### config.mk
export PLATFORM = sky130hd
export DESIGN_NAME = nearest_k_light_selector_core
export DESIGN_NICKNAME = d
export VERILOG_FILES = /design/src/hw/rtl/nkls_pkg.sv /design/src/hw/rtl/nkls_dist.sv /design/src/hw/rtl/nkls_cell.sv /design/src/hw/rtl/nearest_k_light_selector_core.sv
export SDC_FILE = /design/constraint.sdc
export NUM_CORES = 2
export LEC_CHECK = 0
export ABC_AREA = 1
export BUFFER_PORTS_ARGS = -buffer_cell sky130_fd_sc_hd__buf_2
export CORE_MARGIN = 2
export CORE_UTILIZATION = 55
export CTS_CLUSTER_DIAMETER = 150
export DETAILED_ROUTE_END_ITERATION = 10
export PLACE_DENSITY_LB_ADDON = 0.08
export SYNTH_ARGS = -nofsm -noshare
export SYNTH_HDL_FRONTEND = slang
export SYNTH_SLANG_ARGS = --single-unit
### constraint.sdc
create_clock -name clk -period 10.7 [get_ports clk]
set_input_delay 1.07 -clock clk [delete_from_list [all_inputs] [get_ports clk]]
set_output_delay 1.07 -clock clk [all_outputs]
set_load 0.01 [all_outputs]
### src/hw/rtl/nkls_pkg.sv
// nkls_pkg: shared constants, register indexes and the cell link type
// for the nearest-k light selector. No dependencies.

package nkls_pkg;

    // cache size and the widths that follow from it
    localparam int CACHE_DEPTH = 8;
    localparam int IDX_W       = (CACHE_DEPTH > 1) ? $clog2(CACHE_DEPTH) : 1;
    localparam int CNT_W       = $clog2(CACHE_DEPTH + 1);

    // fixed field widths
    localparam int ID_W    = 16;
    localparam int POS_W   = 16;
    localparam int MAG_W   = 16;
    localparam int SQ_W    = 32;
    localparam int DIST_W  = 34;
    localparam int SLOT_W  = 3;
    localparam int ECNT_W  = 4;
    localparam int CIDX_W  = 2;

    // configuration register indexes
    typedef enum logic [CIDX_W-1:0] {
        REG_MODEL_X = 2'd0,
        REG_MODEL_Y = 2'd1,
        REG_MODEL_Z = 2'd2
    } cfg_reg_t;

    // what one cell shows its right-hand neighbour
    typedef struct packed {
        logic              valid;
        logic              farther;
        logic [ID_W-1:0]   id;
        logic [DIST_W-1:0] dist_sq;
    } link_t;

endpackage

### src/hw/rtl/nkls_dist.sv
// nkls_dist: three-stage squared-distance pipeline (difference, square, sum).
// Depends on nkls_pkg.

module nkls_dist (
    input  logic                                clk,
    input  logic                                rst_n,
    input  logic                                in_valid,
    input  logic        [nkls_pkg::ID_W-1:0]    in_id,
    input  logic signed [nkls_pkg::POS_W-1:0]   light_x,
    input  logic signed [nkls_pkg::POS_W-1:0]   light_y,
    input  logic signed [nkls_pkg::POS_W-1:0]   light_z,
    input  logic signed [nkls_pkg::POS_W-1:0]   model_x,
    input  logic signed [nkls_pkg::POS_W-1:0]   model_y,
    input  logic signed [nkls_pkg::POS_W-1:0]   model_z,
    output logic                                out_valid,
    output logic        [nkls_pkg::ID_W-1:0]    out_id,
    output logic        [nkls_pkg::DIST_W-1:0]  out_dist
);

    logic signed [nkls_pkg::POS_W:0]   dx;
    logic signed [nkls_pkg::POS_W:0]   dy;
    logic signed [nkls_pkg::POS_W:0]   dz;
    logic        [nkls_pkg::MAG_W-1:0] mx_next;
    logic        [nkls_pkg::MAG_W-1:0] my_next;
    logic        [nkls_pkg::MAG_W-1:0] mz_next;

    logic                              v1_reg;
    logic                              v2_reg;
    logic                              v3_reg;
    logic        [nkls_pkg::ID_W-1:0]  id1_reg;
    logic        [nkls_pkg::ID_W-1:0]  id2_reg;
    logic        [nkls_pkg::ID_W-1:0]  id3_reg;
    logic        [nkls_pkg::MAG_W-1:0] mx_reg;
    logic        [nkls_pkg::MAG_W-1:0] my_reg;
    logic        [nkls_pkg::MAG_W-1:0] mz_reg;
    logic        [nkls_pkg::SQ_W-1:0]  sx_reg;
    logic        [nkls_pkg::SQ_W-1:0]  sy_reg;
    logic        [nkls_pkg::SQ_W-1:0]  sz_reg;
    logic        [nkls_pkg::DIST_W-1:0] dist_reg;

    // per-axis difference and its magnitude (fits 16 bits unsigned)
    always_comb
    begin
        dx = 17'(light_x) - 17'(model_x);
        dy = 17'(light_y) - 17'(model_y);
        dz = 17'(light_z) - 17'(model_z);
        mx_next = dx[nkls_pkg::POS_W] ? nkls_pkg::MAG_W'(-dx) : nkls_pkg::MAG_W'(dx);
        my_next = dy[nkls_pkg::POS_W] ? nkls_pkg::MAG_W'(-dy) : nkls_pkg::MAG_W'(dy);
        mz_next = dz[nkls_pkg::POS_W] ? nkls_pkg::MAG_W'(-dz) : nkls_pkg::MAG_W'(dz);
    end

    // stage valid flags
    always_ff @(posedge clk or negedge rst_n)
    begin
        if (!rst_n)
        begin
            v1_reg <= 1'b0;
            v2_reg <= 1'b0;
            v3_reg <= 1'b0;
        end
        else
        begin
            v1_reg <= in_valid;
            v2_reg <= v1_reg;
            v3_reg <= v2_reg;
        end
    end

    // datapath: magnitude, square, sum
    always_ff @(posedge clk)
    begin
        id1_reg  <= in_id;
        mx_reg   <= mx_next;
        my_reg   <= my_next;
        mz_reg   <= mz_next;
        id2_reg  <= id1_reg;
        sx_reg   <= mx_reg * mx_reg;
        sy_reg   <= my_reg * my_reg;
        sz_reg   <= mz_reg * mz_reg;
        id3_reg  <= id2_reg;
        dist_reg <= nkls_pkg::DIST_W'(sx_reg) + nkls_pkg::DIST_W'(sy_reg)
                    + nkls_pkg::DIST_W'(sz_reg);
    end

    assign out_valid = v3_reg;
    assign out_id    = id3_reg;
    assign out_dist  = dist_reg;

endmodule

### src/hw/rtl/nkls_cell.sv
// nkls_cell: one slot of the sorted cache; compares against the candidate
// and either keeps, takes the candidate or takes its left neighbour. Uses nkls_pkg.

module nkls_cell (
    input  logic                               clk,
    input  logic                               upd,
    input  logic                               valid,
    input  logic [nkls_pkg::ID_W-1:0]          cand_id,
    input  logic [nkls_pkg::DIST_W-1:0]        cand_dist,
    input  nkls_pkg::link_t                    prev,
    output nkls_pkg::link_t                    link,
    output logic                               take
);

    logic [nkls_pkg::ID_W-1:0]   id_reg;
    logic [nkls_pkg::DIST_W-1:0] dist_reg;
    logic                        farther;

    // this entry is strictly farther than the candidate
    assign farther = valid && (cand_dist < dist_reg);

    // candidate lands here: first farther entry, or first free slot
    assign take = !prev.farther && (farther || (!valid && prev.valid));

    // entry update: shift from the left wins, then the candidate
    always_ff @(posedge clk)
    begin
        if (upd)
        begin
            if (prev.farther)
            begin
                id_reg   <= prev.id;
                dist_reg <= prev.dist_sq;
            end
            else if (take)
            begin
                id_reg   <= cand_id;
                dist_reg <= cand_dist;
            end
        end
    end

    assign link.valid   = valid;
    assign link.farther = farther;
    assign link.id      = id_reg;
    assign link.dist_sq = dist_reg;

endmodule

### src/hw/rtl/nearest_k_light_selector_core.sv
// nearest_k_light_selector_core: top level; config registers, distance
// pipeline, row of cache cells and result register. Uses nkls_pkg, nkls_dist, nkls_cell.

// Takes one light item per clock (busy stays low) and gives its result on a
// one-cycle done strobe that cannot be held off: the distance pipeline
// registers the difference, the square and the sum, and the compare-and-shift
// across the row of cache cells, which updates all slots in the same cycle,
// feeds the result register, so each item sees the cache as left by the one
// before it. Model position registers are written with cfg_we; write them
// only when no item is in flight.

module nearest_k_light_selector_core (
    input  logic                                  clk,
    input  logic                                  rst_n,
    input  logic                                  cfg_we,
    input  logic        [nkls_pkg::CIDX_W-1:0]    cfg_index,
    input  logic        [nkls_pkg::POS_W-1:0]     cfg_data,
    input  logic                                  start,
    output logic                                  busy,
    input  logic        [nkls_pkg::ID_W-1:0]      light_id,
    input  logic signed [nkls_pkg::POS_W-1:0]     light_x,
    input  logic signed [nkls_pkg::POS_W-1:0]     light_y,
    input  logic signed [nkls_pkg::POS_W-1:0]     light_z,
    output logic                                  done,
    output logic                                  inserted,
    output logic        [nkls_pkg::SLOT_W-1:0]    slot,
    output logic        [nkls_pkg::ECNT_W-1:0]    entry_count,
    output logic                                  evicted,
    output logic        [nkls_pkg::ID_W-1:0]      evicted_id
);

    localparam int D = nkls_pkg::CACHE_DEPTH;

    logic signed [nkls_pkg::POS_W-1:0]  model_x_reg;
    logic signed [nkls_pkg::POS_W-1:0]  model_y_reg;
    logic signed [nkls_pkg::POS_W-1:0]  model_z_reg;

    logic                               cand_valid;
    logic        [nkls_pkg::ID_W-1:0]   cand_id;
    logic        [nkls_pkg::DIST_W-1:0] cand_dist;

    logic        [nkls_pkg::CNT_W-1:0]  count_reg;
    logic        [nkls_pkg::CNT_W-1:0]  count_next;

    nkls_pkg::link_t                    links [D];
    nkls_pkg::link_t                    prevs [D];
    logic        [D-1:0]                takes;

    logic                               full;
    logic                               ins;
    logic                               evict;
    logic        [nkls_pkg::IDX_W-1:0]  slot_idx;

    logic                               done_reg;
    logic                               ins_reg;
    logic        [nkls_pkg::IDX_W-1:0]  slot_reg;
    logic        [nkls_pkg::CNT_W-1:0]  ecnt_reg;
    logic                               evict_reg;
    logic        [nkls_pkg::ID_W-1:0]   evid_reg;

    // every cycle can take an item
    assign busy = 1'b0;

    // configuration registers
    always_ff @(posedge clk or negedge rst_n)
    begin
        if (!rst_n)
        begin
            model_x_reg <= '0;
            model_y_reg <= '0;
            model_z_reg <= '0;
        end
        else if (cfg_we)
        begin
            case (cfg_index)
                nkls_pkg::REG_MODEL_X: model_x_reg <= cfg_data;
                nkls_pkg::REG_MODEL_Y: model_y_reg <= cfg_data;
                nkls_pkg::REG_MODEL_Z: model_z_reg <= cfg_data;
                default: ;
            endcase
        end
    end

    // squared distance
    nkls_dist u_dist (
        .clk       (clk),
        .rst_n     (rst_n),
        .in_valid  (start && !busy),
        .in_id     (light_id),
        .light_x   (light_x),
        .light_y   (light_y),
        .light_z   (light_z),
        .model_x   (model_x_reg),
        .model_y   (model_y_reg),
        .model_z   (model_z_reg),
        .out_valid (cand_valid),
        .out_id    (cand_id),
        .out_dist  (cand_dist)
    );

    // row of cache cells; slot i is valid while i is below the count
    for (genvar i = 0; i < D; i++)
    begin : g_cell
        if (i == 0)
        begin : g_head
            assign prevs[i] = '{valid: 1'b1, farther: 1'b0, id: '0, dist_sq: '0};
        end
        else
        begin : g_body
            assign prevs[i] = links[i-1];
        end

        nkls_cell u_cell (
            .clk       (clk),
            .upd       (cand_valid),
            .valid     (count_reg > nkls_pkg::CNT_W'(i)),
            .cand_id   (cand_id),
            .cand_dist (cand_dist),
            .prev      (prevs[i]),
            .link      (links[i]),
            .take      (takes[i])
        );
    end

    // outcome: eviction only when full and the last entry is farther
    assign full  = links[D-1].valid;
    assign evict = full && links[D-1].farther;
    assign ins   = !full || links[D-1].farther;

    // landing slot from the one-hot take flags
    always_comb
    begin
        slot_idx = '0;
        for (int i = 0; i < D; i++)
        begin
            if (takes[i])
            begin
                slot_idx = slot_idx | nkls_pkg::IDX_W'(i);
            end
        end
    end

    assign count_next = count_reg + nkls_pkg::CNT_W'(ins && !full);

    // count and result strobe
    always_ff @(posedge clk or negedge rst_n)
    begin
        if (!rst_n)
        begin
            count_reg <= '0;
            done_reg  <= 1'b0;
        end
        else
        begin
            done_reg <= cand_valid;
            if (cand_valid)
            begin
                count_reg <= count_next;
            end
        end
    end

    // result payload
    always_ff @(posedge clk)
    begin
        if (cand_valid)
        begin
            ins_reg   <= ins;
            slot_reg  <= ins ? slot_idx : '0;
            ecnt_reg  <= count_next;
            evict_reg <= evict;
            evid_reg  <= evict ? links[D-1].id : '0;
        end
    end

    assign done        = done_reg;
    assign inserted    = ins_reg;
    assign slot        = nkls_pkg::SLOT_W'(slot_reg);
    assign entry_count = nkls_pkg::ECNT_W'(ecnt_reg);
    assign evicted     = evict_reg;
    assign evicted_id  = evid_reg;

endmodule
==> out/metrics.yaml <==
worst-path-buf-inv: 6
ios: 113
synthesis.area_um2: 60200
clock_path_buffers: 3
clock_latency_ns: 0.67
max_slew_margin_pct: 25.8
final_nets: 8409
totalWireLength_um: 130000
fin_setup_tns_ns: 0
wl_per_cell_um: 15.0
core_um2: 109000
track_usage_pct: 23.9
timing.final.crit_share_pct: 56.4
dr.first_iter.drc_count: 2067
hold_viol: 0
hold_path_class: "flop to flop"
synth_top_area_share_pct: 21.2
drive_above_1_share_pct: 4.81
synth-edff-count: 425
place.port_buffers: 111
period_minus_slack_ns: 6.04
synthCells: 7086
synth.most_common_cell: "nand2_1"
synth_area_leader_cell: "edfxtp_1"
cts_max_level: 3
syn_nets: 8352
largest_reg_flops: 272
cts_sinks: 704
dp.cells: 8472
crit_path_cell_trace: "nand2_1, fa_1, inv_1, fa_1, inv_1, fa_1, inv_1, fa_1, fa_1, inv_1, fa_1, inv_1, ha_1, nand2_1, nor2_1, inv_1, nor3_1, nand3_1, nand3_1, nand3_1, nand2_1, xor2_1"
start_kind: "flop"
end_kind: "flop"
root_buffer: "clkbuf_16"
use_met3_pct: 2.34
setup_viol: 0
rsz0062_at_grt: "no"
ctsResizeCount: 0
yosys-top-cells-area: "edfxtp_1, fa_1, ha_1, nand2_1, inv_1"
cts_tree: "yes"
fin_skew_ns: 0.0284
cts_buffers: 83
fillers: 9674
slowest_stage: "dfxtp_1"
yosysSeqAreaShare_pct: 30.9
fin_cells: 8627
post_cts_buffers: 0
drcViolationCount: 0
synth_common_cells: "nand2_1, inv_1, ha_1, fa_1, o21ai_0"
crit_path_max_incr_delay_ns: 0.82
clkSlewWorstSetupHoldPaths_ns: 0.06
fmax_mhz: 166
ys_ff_latch: 704
path_max_fanout: 17
synth_warnings: 0
holdBufCountCts: 0
ys_types: 54
die_w_um: 335
grt-ovfl-total: 0
start_util_pct: 55.4
worst_pin_slew_ns: 1.11
path_class: "flop to flop"
crit_family: "adder cells"
route.vias.total: 43921
finalMaxSlewViolations: 0
synth_area_per_cell_um2: 8.50
seq_area_um2: 18600
drv_cap: 0
grt_max_degree: 101
grtUsageMet1_pct: 28.9
grt_pass1_vias: 44683
routed_via_density: 5.09
critPathArrivalTime_ns: 6.64
die_h_um: 335
area_delta_synth_final_pct: 7.68
insertedDiodeCount: 0
grt_pass1_wl_um: 218000
met2_usage_pct: 44.4
postRouteAntennaNets: 0
async_flop_share_pct: 7.95
die_area_um2: 112000
outcome: "finished clean"
multi_input_area_um2: 34900
rows: 121
ys.flop_type: "edfxtp_1"
dr.pass1.iters: 5
gp_congestion: 0.913
cp.required_ns: 11.30
antenna_found_initial: 0
hpwl_um: 106000
top_usage_layer: "met2"
## cell families (layout without fill, tap and decap cells)
kind of cell    count (synthesis)  in the layout  synth area share, %
other cells                     1              1              0.00623
compound gates               1001           1001                 9.05
mux                             2              2               0.0374
flops                         704            704                 30.9
xor+xnor                      217            217                 3.21
simple gates                 2231           2231                 14.9
fa+ha+maj                    1180           1180                 30.7
buf+inv                      1750           1877                 11.2
## cells in the final DEF (no fill, tap or decap), types with 28 or more instances in the layout
| master | instances |
|---|---|
| a21oi_1 | 357 |
| dfxtp_1 | 223 |
| nand4_1 | 61 |
| o21bai_1 | 28 |
| o21ai_0 | 451 |
| a21o_1 | 29 |
| xor2_1 | 143 |
| nor2_1 | 322 |
| xnor2_1 | 71 |
| inv_1 | 1557 |
| clkbuf_16 | 87 |
| o21a_1 | 54 |
| dfrtp_1 | 56 |
| ha_1 | 686 |
| buf_2 | 111 |
| edfxtp_1 | 425 |
| nor3_1 | 35 |
| fa_1 | 494 |
| nand2_1 | 1587 |
| buf_4 | 41 |
| nand3_1 | 169 |
## metal layers
layer  routed length, um  up-vias
li1                    -    22369
met1               55000    20675
met2               66700      682
met3                4130      195
met4                3980        0
met5                   0        -
## final timing paths
| kind | startpoint | end | slack, ns | cells past startpoint |
|---|---|---|---|---|
| worst max register to register | u_dist.my_reg[9]$_DFF_P_ | u_dist.sy_reg[26]$_DFF_P_ | 4.66 | 22 |
| max in group asynchronous | rst_n | model_z_reg[12]$_DFFE_PN0P_ | 9.50 | 2 |
| min in group asynchronous | rst_n | model_x_reg[1]$_DFFE_PN0P_ | 0.60 | 2 |
| worst min-delay path | u_dist.id2_reg[15]$_DFF_P_ | u_dist.out_id[15]$_DFF_P_ | 0.32 | 0 |
| worst max-delay path | u_dist.my_reg[9]$_DFF_P_ | u_dist.sy_reg[26]$_DFF_P_ | 4.66 | 22 |
| worst min register to register | u_dist.id2_reg[15]$_DFF_P_ | u_dist.out_id[15]$_DFF_P_ | 0.32 | 0 |
## stage by stage
stage / utilization, % / setup WS [ns] / area (um2) / hold slack (ns)
3_5_place_dp: 57.1 / 4.69 / 62000 / 0.312
4_1_cts: 59.7 / 4.67 / 64900 / 0.323
3_3_place_gp: 57.1 / 4.77 / 62000 / 0.311
5_1_grt: 59.7 / 4.25 / 64900 / 0.329
6_report: 59.7 / 4.66 / 64900 / 0.324
2_1_floorplan: - / 4.91 / 60200 / 0.310
## cell type report
cell class | count | area share, %
clock buffer | 112 | 3.63
clock inverter | 43 | 0.702
inverter | 1570 | 9.09
multi-input combinational | 4632 | 53.8
sequential | 704 | 28.7
tap | 1414 | 2.73
timing repair buffer | 152 | 1.33
Power is not shown: default switching activity piles up to over one toggle a cycle in this logic, so the estimate is an artifact.
